<file path="src/hw/rtl/encoder_frame_position_tracker_macros.svh">
// Assertion macros for the encoder frame position tracker.
`ifndef ENCODER_FRAME_POSITION_TRACKER_MACROS_SVH
`define ENCODER_FRAME_POSITION_TRACKER_MACROS_SVH

`ifndef ASSERT_OFF
`define EFPT_ASSERT(lbl, prop, msg) \
  lbl: assert property (@(posedge clk) disable iff (!rst_n) (prop)) else $error(msg);
`define EFPT_ASSERT_SAME(lbl, ante, cons, msg) \
  lbl: assert property (@(posedge clk) disable iff (!rst_n) (ante) |-> (cons)) else $error(msg);
`define EFPT_ASSERT_NEXT(lbl, ante, cons, msg) \
  lbl: assert property (@(posedge clk) disable iff (!rst_n) (ante) |=> (cons)) else $error(msg);
`else
`define EFPT_ASSERT(lbl, prop, msg)
`define EFPT_ASSERT_SAME(lbl, ante, cons, msg)
`define EFPT_ASSERT_NEXT(lbl, ante, cons, msg)
`endif

`endif

</file>
<file path="src/hw/rtl/efpt_pkg.sv">
// Shared types, widths and constants of the encoder frame position tracker.
package efpt_pkg;

  localparam int ZERO_W   = 16;
  localparam int WRAP_W   = 16;
  localparam int JUMP_W   = 17;
  localparam int WIN_W    = 32;
  localparam int TPM_W    = 12;
  localparam int CFG_DW   = 32;
  localparam int CFG_IW   = 3;
  localparam int RAW_W    = 16;
  localparam int POS_W    = 18;
  localparam int DIFF_W   = POS_W + 1;
  localparam int MAG_W    = POS_W;
  localparam int SPD_W    = 24;
  localparam int SCALE_SH = 8;
  localparam int PROD_W   = MAG_W + TPM_W;
  localparam int NUM_W    = PROD_W + SCALE_SH;
  localparam int CNT_W    = $clog2(NUM_W);

  localparam logic [CNT_W-1:0] DIV_LAST = CNT_W'(NUM_W - 1);

  localparam logic [ZERO_W-1:0] RST_ZERO_OFFSET    = ZERO_W'(0);
  localparam logic [WRAP_W-1:0] RST_WRAP_LIMIT     = WRAP_W'(32767);
  localparam logic [JUMP_W-1:0] RST_JUMP_THRESHOLD = JUMP_W'(100);
  localparam logic [WIN_W-1:0]  RST_SPEED_WINDOW   = WIN_W'(60000);
  localparam logic [TPM_W-1:0]  RST_TICKS_PER_MS   = TPM_W'(1000);

  localparam logic [7:0] SYNC_B0  = 8'hFF;
  localparam logic [7:0] SYNC_B1  = 8'h81;
  localparam logic [7:0] SYNC_B2  = 8'h00;
  localparam logic [7:0] CHK_BASE = 8'h80;

  localparam logic signed [POS_W-1:0] WRAP_SPAN = POS_W'(65535);

  localparam logic [NUM_W-1:0] SPD_POS_LIM = NUM_W'((64'd1 << (SPD_W - 1)) - 64'd1);
  localparam logic [NUM_W-1:0] SPD_NEG_LIM = NUM_W'(64'd1 << (SPD_W - 1));
  localparam logic signed [SPD_W-1:0] SPEED_MAX = {1'b0, {(SPD_W-1){1'b1}}};
  localparam logic signed [SPD_W-1:0] SPEED_MIN = {1'b1, {(SPD_W-1){1'b0}}};

  localparam logic REQ_BYTE = 1'b0;
  localparam logic REQ_TICK = 1'b1;

  typedef enum logic [CFG_IW-1:0] {
    CFG_ZERO_OFFSET    = 3'd0,
    CFG_WRAP_LIMIT     = 3'd1,
    CFG_JUMP_THRESHOLD = 3'd2,
    CFG_SPEED_WINDOW   = 3'd3,
    CFG_TICKS_PER_MS   = 3'd4
  } cfg_idx_t;

  typedef enum logic [1:0] {
    HDR_NONE = 2'd0,
    HDR_FF   = 2'd1,
    HDR_81   = 2'd2,
    HDR_BODY = 2'd3
  } hdr_t;

  typedef enum logic [1:0] {
    BODY_HIGH  = 2'd0,
    BODY_LOW   = 2'd1,
    BODY_CHECK = 2'd2,
    BODY_SPARE = 2'd3
  } body_t;

  typedef enum logic [1:0] {
    DIR_STILL = 2'd0,
    DIR_POS   = 2'd1,
    DIR_NEG   = 2'd2
  } dir_t;

  typedef struct packed {
    logic [ZERO_W-1:0] zero_offset;
    logic [WRAP_W-1:0] wrap_limit;
    logic [JUMP_W-1:0] jump_threshold;
    logic [WIN_W-1:0]  speed_window;
    logic [TPM_W-1:0]  ticks_per_ms;
  } cfg_t;

  typedef struct packed {
    logic accept;
    logic pos_calc;
    logic upd;
    logic mul_load;
    logic div_step;
    logic sat;
    logic load_out;
  } cmd_t;

  typedef struct packed {
    logic frame_end;
    logic speed_go;
    logic div_last;
  } stat_t;

endpackage

</file>
<file path="src/hw/rtl/efpt_ctrl.sv">
// Sequencer: handshakes, frame evaluation steps and divider control.
module efpt_ctrl
  import efpt_pkg::*;
(
  input  logic  clk,
  input  logic  rst_n,
  input  logic  in_valid,
  output logic  in_ready,
  output logic  out_valid,
  input  logic  out_ready,
  input  stat_t stat,
  output cmd_t  cmd
);

  typedef enum logic [6:0] {
    S_IDLE = 7'b0000001,
    S_POS  = 7'b0000010,
    S_UPD  = 7'b0000100,
    S_MUL  = 7'b0001000,
    S_DIV  = 7'b0010000,
    S_SAT  = 7'b0100000,
    S_OUT  = 7'b1000000
  } state_t;

  state_t state_r, state_nxt;
  logic   out_valid_r, out_valid_nxt;

  assign in_ready  = (state_r == S_IDLE);
  assign out_valid = out_valid_r;

  always_comb begin
    cmd       = '0;
    state_nxt = state_r;
    case (state_r)
      S_IDLE: begin
        cmd.accept = in_valid;
        if (in_valid && stat.frame_end) begin
          state_nxt = S_POS;
        end
      end
      S_POS: begin
        cmd.pos_calc = 1'b1;
        state_nxt    = S_UPD;
      end
      S_UPD: begin
        cmd.upd   = 1'b1;
        state_nxt = stat.speed_go ? S_MUL : S_OUT;
      end
      S_MUL: begin
        cmd.mul_load = 1'b1;
        state_nxt    = S_DIV;
      end
      S_DIV: begin
        cmd.div_step = 1'b1;
        if (stat.div_last) begin
          state_nxt = S_SAT;
        end
      end
      S_SAT: begin
        cmd.sat   = 1'b1;
        state_nxt = S_OUT;
      end
      S_OUT: begin
        // wait for a free output register
        if (!out_valid_r || out_ready) begin
          cmd.load_out = 1'b1;
          state_nxt    = S_IDLE;
        end
      end
      default: begin
        state_nxt = S_IDLE;
      end
    endcase
  end

  always_comb begin
    out_valid_nxt = out_valid_r;
    if (out_valid_r && out_ready) begin
      out_valid_nxt = 1'b0;
    end
    if (cmd.load_out) begin
      out_valid_nxt = 1'b1;
    end
  end

  always_ff @(posedge clk) begin
    if (!rst_n) begin
      state_r     <= S_IDLE;
      out_valid_r <= 1'b0;
    end else begin
      state_r     <= state_nxt;
      out_valid_r <= out_valid_nxt;
    end
  end

endmodule

</file>
<file path="src/hw/rtl/efpt_dp.sv">
// Datapath: frame parser, position filter, speed divider and result register.
module efpt_dp
  import efpt_pkg::*;
(
  input  logic                    clk,
  input  logic                    rst_n,
  input  cmd_t                    cmd,
  input  cfg_t                    cfg,
  input  logic                    in_req_type,
  input  logic [7:0]              in_rx_byte,
  output stat_t                   stat,
  output logic                    out_frame_status,
  output logic [RAW_W-1:0]        out_raw_value,
  output logic signed [POS_W-1:0] out_new_position,
  output logic signed [POS_W-1:0] out_held_position,
  output logic                    out_first_frame,
  output logic                    out_speed_updated,
  output logic signed [SPD_W-1:0] out_speed_q8,
  output logic [1:0]              out_direction
);

  // parser and tracking state
  hdr_t                    hdr_r, hdr_nxt;
  body_t                   body_r, body_nxt;
  logic [7:0]              vh_r, vl_r, chk_r;
  logic                    started_r;
  logic signed [POS_W-1:0] stored_r, prev_r;
  logic [WIN_W-1:0]        elapsed_r, elapsed_nxt;
  logic signed [SPD_W-1:0] speed_r;

  // per-frame working registers
  logic                    bad_r;
  logic signed [POS_W-1:0] pos_r;
  logic                    first_r, supd_r, neg_r;
  logic [MAG_W-1:0]        mag_r;
  logic [WIN_W-1:0]        den_r, rem_r;
  logic [NUM_W-1:0]        num_r;
  logic [CNT_W-1:0]        cnt_r;

  logic                    is_byte;
  logic [RAW_W-1:0]        raw;
  logic [7:0]              sum;
  logic signed [POS_W-1:0] stride, wrap_s, unw;
  logic signed [POS_W-1:0] stored_eff, prev_eff;
  logic [WIN_W-1:0]        elap_eff;
  logic signed [DIFF_W-1:0] jd, sd;
  logic [DIFF_W-1:0]       jabs, sabs;
  logic                    follow, go;
  logic [PROD_W-1:0]       prod;
  logic [WIN_W:0]          trial, tdiff;
  logic                    ge;
  logic signed [SPD_W-1:0] sat_val;
  dir_t                    dir;

  assign is_byte        = (in_req_type == REQ_BYTE);
  assign stat.frame_end = is_byte && (hdr_r == HDR_BODY) && (body_r == BODY_SPARE);

  // header search and body capture
  always_comb begin
    hdr_nxt  = hdr_r;
    body_nxt = body_r;
    if (cmd.accept && is_byte) begin
      if (hdr_r != HDR_BODY) begin
        if (hdr_r == HDR_FF && in_rx_byte == SYNC_B1) begin
          hdr_nxt = HDR_81;
        end else if (hdr_r == HDR_81 && in_rx_byte == SYNC_B2) begin
          hdr_nxt  = HDR_BODY;
          body_nxt = BODY_HIGH;
        end else begin
          // an FF anywhere restarts the match one byte in
          hdr_nxt = (in_rx_byte == SYNC_B0) ? HDR_FF : HDR_NONE;
        end
      end else begin
        case (body_r)
          BODY_HIGH:  body_nxt = BODY_LOW;
          BODY_LOW:   body_nxt = BODY_CHECK;
          BODY_CHECK: body_nxt = BODY_SPARE;
          default: begin
            hdr_nxt  = HDR_NONE;
            body_nxt = BODY_HIGH;
          end
        endcase
      end
    end
  end

  // position of the captured frame
  assign raw    = {vh_r, vl_r};
  assign sum    = 8'(CHK_BASE + vh_r + vl_r);
  assign stride = $signed({2'b00, raw}) - $signed({2'b00, cfg.zero_offset});
  assign wrap_s = $signed({2'b00, cfg.wrap_limit});

  always_comb begin
    if (stride > wrap_s) begin
      unw = stride - WRAP_SPAN;
    end else if (stride < -wrap_s) begin
      unw = stride + WRAP_SPAN;
    end else begin
      unw = stride;
    end
  end

  // first good frame seeds the tracking state
  assign stored_eff = started_r ? stored_r : pos_r;
  assign prev_eff   = started_r ? prev_r : pos_r;
  assign elap_eff   = started_r ? elapsed_r : '0;

  assign jd     = DIFF_W'(stored_eff) - DIFF_W'(pos_r);
  assign jabs   = jd[DIFF_W-1] ? DIFF_W'(-jd) : DIFF_W'(jd);
  assign follow = jabs < {{(DIFF_W-JUMP_W){1'b0}}, cfg.jump_threshold};
  assign go     = elap_eff > cfg.speed_window;
  assign sd     = DIFF_W'(pos_r) - DIFF_W'(prev_eff);
  assign sabs   = sd[DIFF_W-1] ? DIFF_W'(-sd) : DIFF_W'(sd);

  assign stat.speed_go = !bad_r && go;

  always_comb begin
    elapsed_nxt = elapsed_r;
    if (cmd.accept && !is_byte && (elapsed_r != '1)) begin
      elapsed_nxt = elapsed_r + 1'b1;
    end
    if (cmd.upd && !bad_r) begin
      elapsed_nxt = go ? '0 : elap_eff;
    end
  end

  // scaled delta and one quotient bit per step
  assign prod          = mag_r * cfg.ticks_per_ms;
  assign trial         = {rem_r, num_r[NUM_W-1]};
  assign tdiff         = trial - {1'b0, den_r};
  assign ge            = (trial >= {1'b0, den_r});
  assign stat.div_last = (cnt_r == DIV_LAST);

  always_comb begin
    if (!neg_r) begin
      sat_val = (num_r > SPD_POS_LIM) ? SPEED_MAX : $signed(num_r[SPD_W-1:0]);
    end else begin
      sat_val = (num_r > SPD_NEG_LIM) ? SPEED_MIN : $signed(-num_r[SPD_W-1:0]);
    end
  end

  always_comb begin
    if (speed_r == '0) begin
      dir = DIR_STILL;
    end else if (speed_r[SPD_W-1]) begin
      dir = DIR_NEG;
    end else begin
      dir = DIR_POS;
    end
  end

  always_ff @(posedge clk) begin
    if (!rst_n) begin
      hdr_r     <= HDR_NONE;
      body_r    <= BODY_HIGH;
      vh_r      <= '0;
      vl_r      <= '0;
      chk_r     <= '0;
      started_r <= 1'b0;
      stored_r  <= '0;
      prev_r    <= '0;
      elapsed_r <= '0;
      speed_r   <= '0;
      cnt_r     <= '0;
    end else begin
      hdr_r     <= hdr_nxt;
      body_r    <= body_nxt;
      elapsed_r <= elapsed_nxt;
      if (cmd.accept && is_byte && hdr_r == HDR_BODY) begin
        case (body_r)
          BODY_HIGH:  vh_r  <= in_rx_byte;
          BODY_LOW:   vl_r  <= in_rx_byte;
          BODY_CHECK: chk_r <= in_rx_byte;
          default: ;
        endcase
      end
      if (cmd.upd && !bad_r) begin
        started_r <= 1'b1;
        stored_r  <= follow ? pos_r : stored_eff;
        prev_r    <= go ? pos_r : prev_eff;
      end
      if (cmd.mul_load) begin
        cnt_r <= '0;
      end else if (cmd.div_step) begin
        cnt_r <= cnt_r + 1'b1;
      end
      if (cmd.sat) begin
        speed_r <= sat_val;
      end
    end
  end

  always_ff @(posedge clk) begin
    if (cmd.pos_calc) begin
      bad_r <= (sum != chk_r);
      pos_r <= (sum != chk_r) ? '0 : -unw;
    end
    if (cmd.upd) begin
      first_r <= !bad_r && !started_r;
      supd_r  <= !bad_r && go;
      den_r   <= elap_eff;
      neg_r   <= sd[DIFF_W-1];
      mag_r   <= sabs[MAG_W-1:0];
    end
    if (cmd.mul_load) begin
      num_r <= {prod, {SCALE_SH{1'b0}}};
      rem_r <= '0;
    end else if (cmd.div_step) begin
      num_r <= {num_r[NUM_W-2:0], ge};
      rem_r <= ge ? tdiff[WIN_W-1:0] : trial[WIN_W-1:0];
    end
    if (cmd.load_out) begin
      out_frame_status  <= bad_r;
      out_raw_value     <= raw;
      out_new_position  <= pos_r;
      out_held_position <= stored_r;
      out_first_frame   <= first_r;
      out_speed_updated <= supd_r;
      out_speed_q8      <= speed_r;
      out_direction     <= dir;
    end
  end

endmodule

</file>
<file path="src/hw/rtl/encoder_frame_position_tracker.sv">
// Encoder frame position tracker: serial frame parser with position and speed tracking.
// A tick or a byte that does not end a frame leaves the block idle, so ready stays high.
// The last byte of a frame holds the input through states POS and UPD, then, when speed is
// measured, MUL, the 38-step shift-subtract divider and SAT, then OUT until output is free.
// The result register is loaded in OUT and stays valid until the receiver takes it.
// Synchronous active-low reset clears the parser and tracking state, loads register defaults.
`include "encoder_frame_position_tracker_macros.svh"

module encoder_frame_position_tracker
  import efpt_pkg::*;
(
  input  logic                    clk,
  input  logic                    rst_n,
  input  logic                    in_valid,
  output logic                    in_ready,
  input  logic                    in_req_type,
  input  logic [7:0]              in_rx_byte,
  output logic                    out_valid,
  input  logic                    out_ready,
  output logic                    out_frame_status,
  output logic [RAW_W-1:0]        out_raw_value,
  output logic signed [POS_W-1:0] out_new_position,
  output logic signed [POS_W-1:0] out_held_position,
  output logic                    out_first_frame,
  output logic                    out_speed_updated,
  output logic signed [SPD_W-1:0] out_speed_q8,
  output logic [1:0]              out_direction,
  input  logic                    cfg_we,
  input  logic [CFG_IW-1:0]       cfg_index,
  input  logic [CFG_DW-1:0]       cfg_wdata
);

  cfg_t  cfg_r;
  cmd_t  cmd;
  stat_t stat;
  logic  frame_taken;
  logic  first_shown;
  logic  speed_shown;

  always_ff @(posedge clk) begin
    if (!rst_n) begin
      cfg_r.zero_offset    <= RST_ZERO_OFFSET;
      cfg_r.wrap_limit     <= RST_WRAP_LIMIT;
      cfg_r.jump_threshold <= RST_JUMP_THRESHOLD;
      cfg_r.speed_window   <= RST_SPEED_WINDOW;
      cfg_r.ticks_per_ms   <= RST_TICKS_PER_MS;
    end else if (cfg_we) begin
      case (cfg_idx_t'(cfg_index))
        CFG_ZERO_OFFSET:    cfg_r.zero_offset    <= cfg_wdata[ZERO_W-1:0];
        CFG_WRAP_LIMIT:     cfg_r.wrap_limit     <= cfg_wdata[WRAP_W-1:0];
        CFG_JUMP_THRESHOLD: cfg_r.jump_threshold <= cfg_wdata[JUMP_W-1:0];
        CFG_SPEED_WINDOW:   cfg_r.speed_window   <= cfg_wdata[WIN_W-1:0];
        CFG_TICKS_PER_MS:   cfg_r.ticks_per_ms   <= cfg_wdata[TPM_W-1:0];
        default: ;
      endcase
    end
  end

  efpt_ctrl u_ctrl (
    .clk       (clk),
    .rst_n     (rst_n),
    .in_valid  (in_valid),
    .in_ready  (in_ready),
    .out_valid (out_valid),
    .out_ready (out_ready),
    .stat      (stat),
    .cmd       (cmd)
  );

  efpt_dp u_dp (
    .clk               (clk),
    .rst_n             (rst_n),
    .cmd               (cmd),
    .cfg               (cfg_r),
    .in_req_type       (in_req_type),
    .in_rx_byte        (in_rx_byte),
    .stat              (stat),
    .out_frame_status  (out_frame_status),
    .out_raw_value     (out_raw_value),
    .out_new_position  (out_new_position),
    .out_held_position (out_held_position),
    .out_first_frame   (out_first_frame),
    .out_speed_updated (out_speed_updated),
    .out_speed_q8      (out_speed_q8),
    .out_direction     (out_direction)
  );

  assign frame_taken = in_valid && in_ready && stat.frame_end;
  assign first_shown = out_valid && out_first_frame;
  assign speed_shown = out_valid && out_speed_updated;

  `EFPT_ASSERT(a_cmd_excl, $onehot0(cmd), "more than one datapath command active")
  `EFPT_ASSERT_NEXT(a_frame_hold, frame_taken, !in_ready, "input taken during evaluation")
  `EFPT_ASSERT_SAME(a_first_pos, first_shown, out_held_position == out_new_position, "first seed")
  `EFPT_ASSERT_SAME(a_speed_good, speed_shown, !out_frame_status, "speed measured on a bad frame")

endmodule

</file>
<file path="config.mk">
export PLATFORM = sky130hd
export DESIGN_NAME = encoder_frame_position_tracker
export DESIGN_NICKNAME = d
export VERILOG_FILES = /design/src/hw/rtl/efpt_pkg.sv /design/src/hw/rtl/efpt_ctrl.sv /design/src/hw/rtl/efpt_dp.sv /design/src/hw/rtl/encoder_frame_position_tracker.sv
export VERILOG_INCLUDE_DIRS = /design/src /design/src/hw/rtl
export SDC_FILE = /design/constraint.sdc
export NUM_CORES = 2
export LEC_CHECK = 0
export ABC_AREA = 1
export BUFFER_PORTS_ARGS = -buffer_cell sky130_fd_sc_hd__buf_2
export CORE_UTILIZATION = 35
export DETAILED_ROUTE_END_ITERATION = 16
export GPL_ROUTABILITY_DRIVEN = 0
export HOLD_SLACK_MARGIN = 0.03
export MAX_ROUTING_LAYER = met4
export PLACE_DENSITY = 0.5
export SETUP_SLACK_MARGIN = 0.1
export SLEW_MARGIN = 15
export SYNTH_ARGS = -nofsm -noshare
export SYNTH_HDL_FRONTEND = slang
export SYNTH_HIERARCHICAL = 1
export SYNTH_SLANG_ARGS = --single-unit
</file>
<file path="constraint.sdc">
create_clock -name clk -period 17.03 [get_ports clk]
set_input_delay 0.8515 -clock clk [delete_from_list [all_inputs] [get_ports clk]]
set_output_delay 0.8515 -clock clk [all_outputs]
set_load 0.1 [all_outputs]
</file>
### Word level (Yosys, flattened, before mapping)

Cells that the tools add are included.

| cells by class | value |
|---|---|
| bitwise gates (word level) | 2 |
| add/subtract/negate cells | 15 |
| multiplexer cells | 43 |
| magnitude comparators | 7 |
| equal/unequal tests | 29 |
| reduce and logical (&&, ||, !) cells | 37 |
| $mul | 1 |

Operator list:

| operator | count |
|---|---|
| $mux 32 | 5 |
| $mux 18 | 7 |
| $mux 38 | 2 |
| $mux 24 | 3 |
| $pmux 7 s7 | 1 |
| $gt 38x23->1 const B | 1 |
| $gt 38x24->1 const B | 1 |
| $sub 18x18->19 | 2 |
| $neg 18->18 | 2 |
| $ge 33x32->1 | 1 |
| $add 32x1->32 const B | 1 |
| $gt 32x32->1 | 1 |
| $ne 32x32->1 const B | 1 |
| $sub 32x32->32 | 1 |
| $mul 18x12->30 | 1 |
| $mux 7 | 4 |
| $logic_not 24->1 | 1 |
| $neg 24->24 | 1 |
| $lt 19x17->1 | 1 |
| $mux 19 | 1 |
| $neg 19->19 | 1 |
| $add 18x17->18 const B | 1 |
| $gt 18x17->1 | 1 |
| $lt 18x18->1 | 1 |
| 38 further kinds | 92 |

| storage, ports and cells | value |
|---|---|
| register bits | 451 |
| bits of input ports | 49 |
| word-level logic and storage cells | 170 |
| output and inout port bits | 83 |

### Longest topological paths before layout

| depth | value |
|---|---|
| word-level depth | 6 |
| gate-level depth with buffers | 37 |
| gate-level depth less buffers | 35 |

### Hierarchy

Netlist, hierarchy kept.

Modules (own cells, without submodules):

| module | instances | area an instance (um^2) | sequential area each (um^2) | cells each |
|---|---|---|---|---|
| efpt_dp | 1 | 31,253.7 | 8,838.5 | 4,139 |
| encoder_frame_position_tracker | 1 | 3,632.2 | 1,861.8 | 520 |
| efpt_ctrl | 1 | 555.5 | 160.2 | 81 |

### Least setup slack after synthesis

OpenSTA, ideal clock, no wires.

| timing path | value |
|---|---|
| kind | reg-to-reg |
| from | register cfg_r[5] (netlist bit) |
| to | register u_dp.num_r[34], data pin |
| period minus slack after synthesis | 5,745 ps |
| setup slack | 11,285 ps |
| library setup time | 260 ps |
| arrival time | 5,485 ps |
| cell stages (with the launch flop) | 30 |
| required time | 16,770 ps |
| path buffers | 2 |
| cells stage by stage | dfxtp_1 > clkbuf_1 > clkbuf_1 > nand2_1 > fa_1 > fa_1 > inv_1 > ha_1 > fa_1 > inv_1 > fa_1 > inv_1 > ha_1 > nand2_1 > o21ai_0 > nand2_1 > nand2_1 > a21oi_1 > o21ai_0 > nand3_1 > nand2_1 > a21oi_1 > o21ai_0 > nand3_1 > nand2_1 > nand3_1 > nand2_1 > nand2_1 > nand2_1 > o21ai_0 |

| on the way | value |
|---|---|
| cells in the longest elaborated chain, start to end | 2 |

Ends and longest elaborated chain:

| item | RTL line | source |
|---|---|---|
| start: declaration | encoder_frame_position_tracker.sv:33 | `cfg_t cfg_r;` |
| $mul 18x12->30 | efpt_dp.sv:128 | `assign prod = mag_r * cfg.ticks_per_ms;` |
| $mux 38 | efpt_dp.sv:205 | `if (cmd.mul_load) begin` |
| end signal: assignment | efpt_dp.sv:206 | `num_r <= {prod, {SCALE_SH{1'b0}}};` |
| end signal: assignment | efpt_dp.sv:209 | `num_r <= {num_r[NUM_W-2:0], ge};` |
| end: declaration | efpt_dp.sv:37 | `logic [NUM_W-1:0] num_r;` |

Every way passes these cells.
A chain may end at the register's enable or synchronous reset.

### Worst setup path after layout

| timing path | value |
|---|---|
| from | register u_dp.started_r |
| to | register u_dp.stored_r[3] |

| on the way | value |
|---|---|
| cells in the longest elaborated chain, start to end | 6 |

Ends and longest elaborated chain:

| item | RTL line | source |
|---|---|---|
| start: declaration | efpt_dp.sv:26 | `logic started_r;` |
| start signal: assignment | efpt_dp.sv:159 | `started_r <= 1'b0;` |
| start signal: assignment | efpt_dp.sv:178 | `started_r <= 1'b1;` |
| $mux 18 (*) | efpt_dp.sv:104 | `assign stored_eff = started_r ? stored_r : pos_r;` |
| $sub 18x18->19 | efpt_dp.sv:108 | `assign jd = DIFF_W'(stored_eff) - DIFF_W'(pos_r);` |
| $neg 19->19 | efpt_dp.sv:109 | `assign jabs = jd[DIFF_W-1] ? DIFF_W'(-jd) : DIFF_W'(jd);` |
| $mux 19 | efpt_dp.sv:109 |  |
| $lt 19x17->1 | efpt_dp.sv:110 | `assign follow = jabs < {{(DIFF_W-JUMP_W){1'b0}}, cfg.jump_threshold};` |
| $mux 18 (*) | efpt_dp.sv:179 | `stored_r <= follow ? pos_r : stored_eff;` |
| end signal: assignment | efpt_dp.sv:179 |  |
| end: declaration | efpt_dp.sv:27 | `logic signed [POS_W-1:0] stored_r, prev_r;` |

Every way passes the cells marked *; elsewhere a longest branch is shown, timed or not.

==> impl_metrics.ini <==
[worst_setup_path]
worstSetupPathType = reg -> reg
slowest_delay_ns = 0.76
endpoint_kind = register
start_kind = register
cp_data_required_time_ns = 17.54
cp_max_fo = 55
rr_worst_depth = 36
cp_slowest_cell = dfxtp_2
arrival_ns = 7.16
critical_path.most_common_cell = nand2_1

[sta]
fin_hold_ws_ns = 0.4117
rsz0062_at_grt = no
hold_viol_final = 0
report.final.slew_viol_count = 0
max_slew_margin = 0.2597
layout_min_cycle_time_ns = 6.649
setup_ws_ns = 10.38
fmax_ghz = 0.1504
worstMarginPinSlew_ns = 1.106
setup_violations = 0
fin_skew_ns = 0.05074
tns_ns = 0
period_share = 0.3904

[power_and_ir_drop]
p_leak_nw = 18.59
vdd_drop_max_v = 0.00007695
p_per_area_mw_per_mm2 = 95.29
p_total_mw = 3.719

[placement]
place_area_sq_mm = 0.03723
io_buffers = 131
post-place-ws_ns = 10.38
dp_hpwl_microns = 78910
dp_cells = 6026

[detailed_routing]
wl_per_cell_microns = 17.11
firstDrtPassIters = 8
first_iter_violations = 1731
drc_errors = 0
vias_per_cell = 4.938
vias = 30253
routed_wl_microns = 104900
drtAntennaViolNets = 0

[yosys]
syn-num-nets = 5205
synth_seq_cells = 451
yosysSeqAreaShare = 0.3064
synth_cell_type_count = 73
async_reset_ff_frac = 0
syn_inst = 4740
syn_area_sq_mm = 0.03544
avgSynthCellArea_sq_um = 7.477
synth_edf_count = 183
yosys_warnings = 6
synth-main-ff-cell = dfxtp_1

[layout]
final_cell_mix = nand2_1, inv_1, nor2_1
multi_input_comb_area_sq_mm = 0.02079
nNetsFinal = 5248
fin_cells = 6127
final_common_cell = nand2_1
regArea_sq_mm = 0.01086
drive_gt1_frac = 0.08183
post-route-util = 0.3897
fillerInstances = 10595
syn_to_final_growth_pct = 10.12
fin_area_sq_mm = 0.03903

[die]
die_area_sq_mm = 0.1025
die_w_microns = 320.2
die_h_microns = 320.2
io_pins = 132
initial_core_util = 0.3539
std_cell_rows = 116
core_sq_mm = 0.1001

[global_route]
grt_pass1_wl_microns = 166300
grt_pass1_vias = 29501
antenna_found_initial = 5
grt-ovfl-total = 0
groute.usage.overall = 0.2097
grt_max_degree = 87

[clocking]
cts_root_buf = clkbuf_16
clkSlewWorstSetupHoldPaths_ns = 0.06
cts_resized = 0
numCtsBuffers = 53
cts_max_level = 2
cts_buffer_depth = 3
clk_latency_ns = 0.67
post_cts_buffers = 0
cts_tree = done
hold_buffers = 0
cts.sinks = 451

[run_status]
outcome = complete, no violations

[job]
maxCapViolCount = 0

[worst_hold_path]
hold_class = reg -> reg
whs_path_depth = 0
## critical path, delay by kind of cell (launching register included)
| family | cells | cell delay (ns) |
|---|---|---|
| flip-flops | 1 | 0.76 |
| XOR/XNOR | 1 | 0.14 |
| AO/OA/AOI/OAI | 8 | 1.27 |
| buffers and inverters | 6 | 1.30 |
| adder cells (fa/ha/maj) | 3 | 0.86 |
| AND/OR/NAND/NOR | 18 | 2.13 |
## synth_stat cells (all sizes together), types with 4 or more instances
master / instances / area [sq um]
o21bai: 17 / 131.4
or2: 8 / 50.05
o31ai: 5 / 37.54
and3: 4 / 25.02
a22o: 9 / 78.83
a211oi: 5 / 37.54
o2111ai: 4 / 35.03
o211ai: 18 / 135.1
o21ai: 232 / 1161
nor2: 405 / 1678
buf: 51 / 284.0
dfxtp: 268 / 5365
nor4: 24 / 156.4
a21oi: 329 / 1680
nor3: 59 / 305.3
nand3b: 11 / 82.58
nor3b: 6 / 45.04
o22ai: 18 / 112.6
nand3: 327 / 1779
edfxtp: 183 / 5495
xnor2: 39 / 341.6
o21a: 11 / 82.58
xor2: 131 / 1174
a31oi: 33 / 206.5
a21boi: 6 / 45.05
nand2: 1070 / 4149
o32ai: 4 / 35.03
clkbuf: 121 / 480.5
nand4: 77 / 488.0
ha: 251 / 3141
inv: 817 / 3067
fa: 165 / 3303
a21o: 7 / 52.55
## registers in the layout, indices dropped and copies added (netlist names), 16 cells and up
signal                  flops
cfg_r                      93
u_dp/den_r                 32
u_dp/elapsed_r             32
u_dp/mag_r                 18
u_dp/num_r                 38
u_dp/out_held_position     18
u_dp/out_new_position      18
u_dp/out_raw_value         16
u_dp/out_speed_q8          24
u_dp/pos_r                 18
u_dp/prev_r                18
u_dp/rem_r                 32
u_dp/speed_r               24
u_dp/stored_r              18
## worst paths after layout
| kind | startpoint | to | slack [ns] |
|---|---|---|---|
| setup / recovery | u_dp/started_r$_SDFFE_PN0P_ | u_dp/stored_r[3]$_SDFFE_PN0P_ | 10.38 |
| setup reg to reg | u_dp/started_r$_SDFFE_PN0P_ | u_dp/stored_r[3]$_SDFFE_PN0P_ | 10.38 |
| hold reg to reg | u_dp/first_r$_DFFE_PP_ | u_dp/out_first_frame$_DFFE_PP_ | 0.41 |
| hold / removal | u_dp/first_r$_DFFE_PP_ | u_dp/out_first_frame$_DFFE_PP_ | 0.41 |
## layout make-up
type | count | area share
Sequential cell | 451 | 0.2783
Inverter | 820 | 0.07887
Multi-Input combinational cell | 3297 | 0.5328
Antenna cell | 2 | 0.0001282
Clock inverter | 27 | 0.007951
Clock buffer | 72 | 0.03789
Tap cell | 1298 | 0.04161
Timing Repair Buffer | 160 | 0.02244
## metal layers
layer,up-vias,track usage,part of all wire
li1,15404,-,-
met2,571,0.3470,0.47
met1,14137,0.2709,0.47
met5,-,-,0
met3,141,0.02437,0.036
met4,0,0.05529,0.026
## logic make-up after synthesis
logic type               share of synthesized area
AND/OR/NAND/NOR                             0.2482
buffers and inverters                       0.1084
AO/OA/AOI/OAI                               0.1124
flip-flops                                  0.3064
adder cells (fa/ha/maj)                     0.1818
XOR/XNOR                                   0.04275
## report_power, final
group | internal, mW | switching [mW] | leakage, nW
sequential | 1.18 | 0.0619 | 3.77
clock | 0.676 | 0.501 | 0.886
combinational | 0.440 | 0.857 | 13.9
total | 2.30 | 1.42 | 18.6
Note: power is estimated with default switching activity, not from simulation.
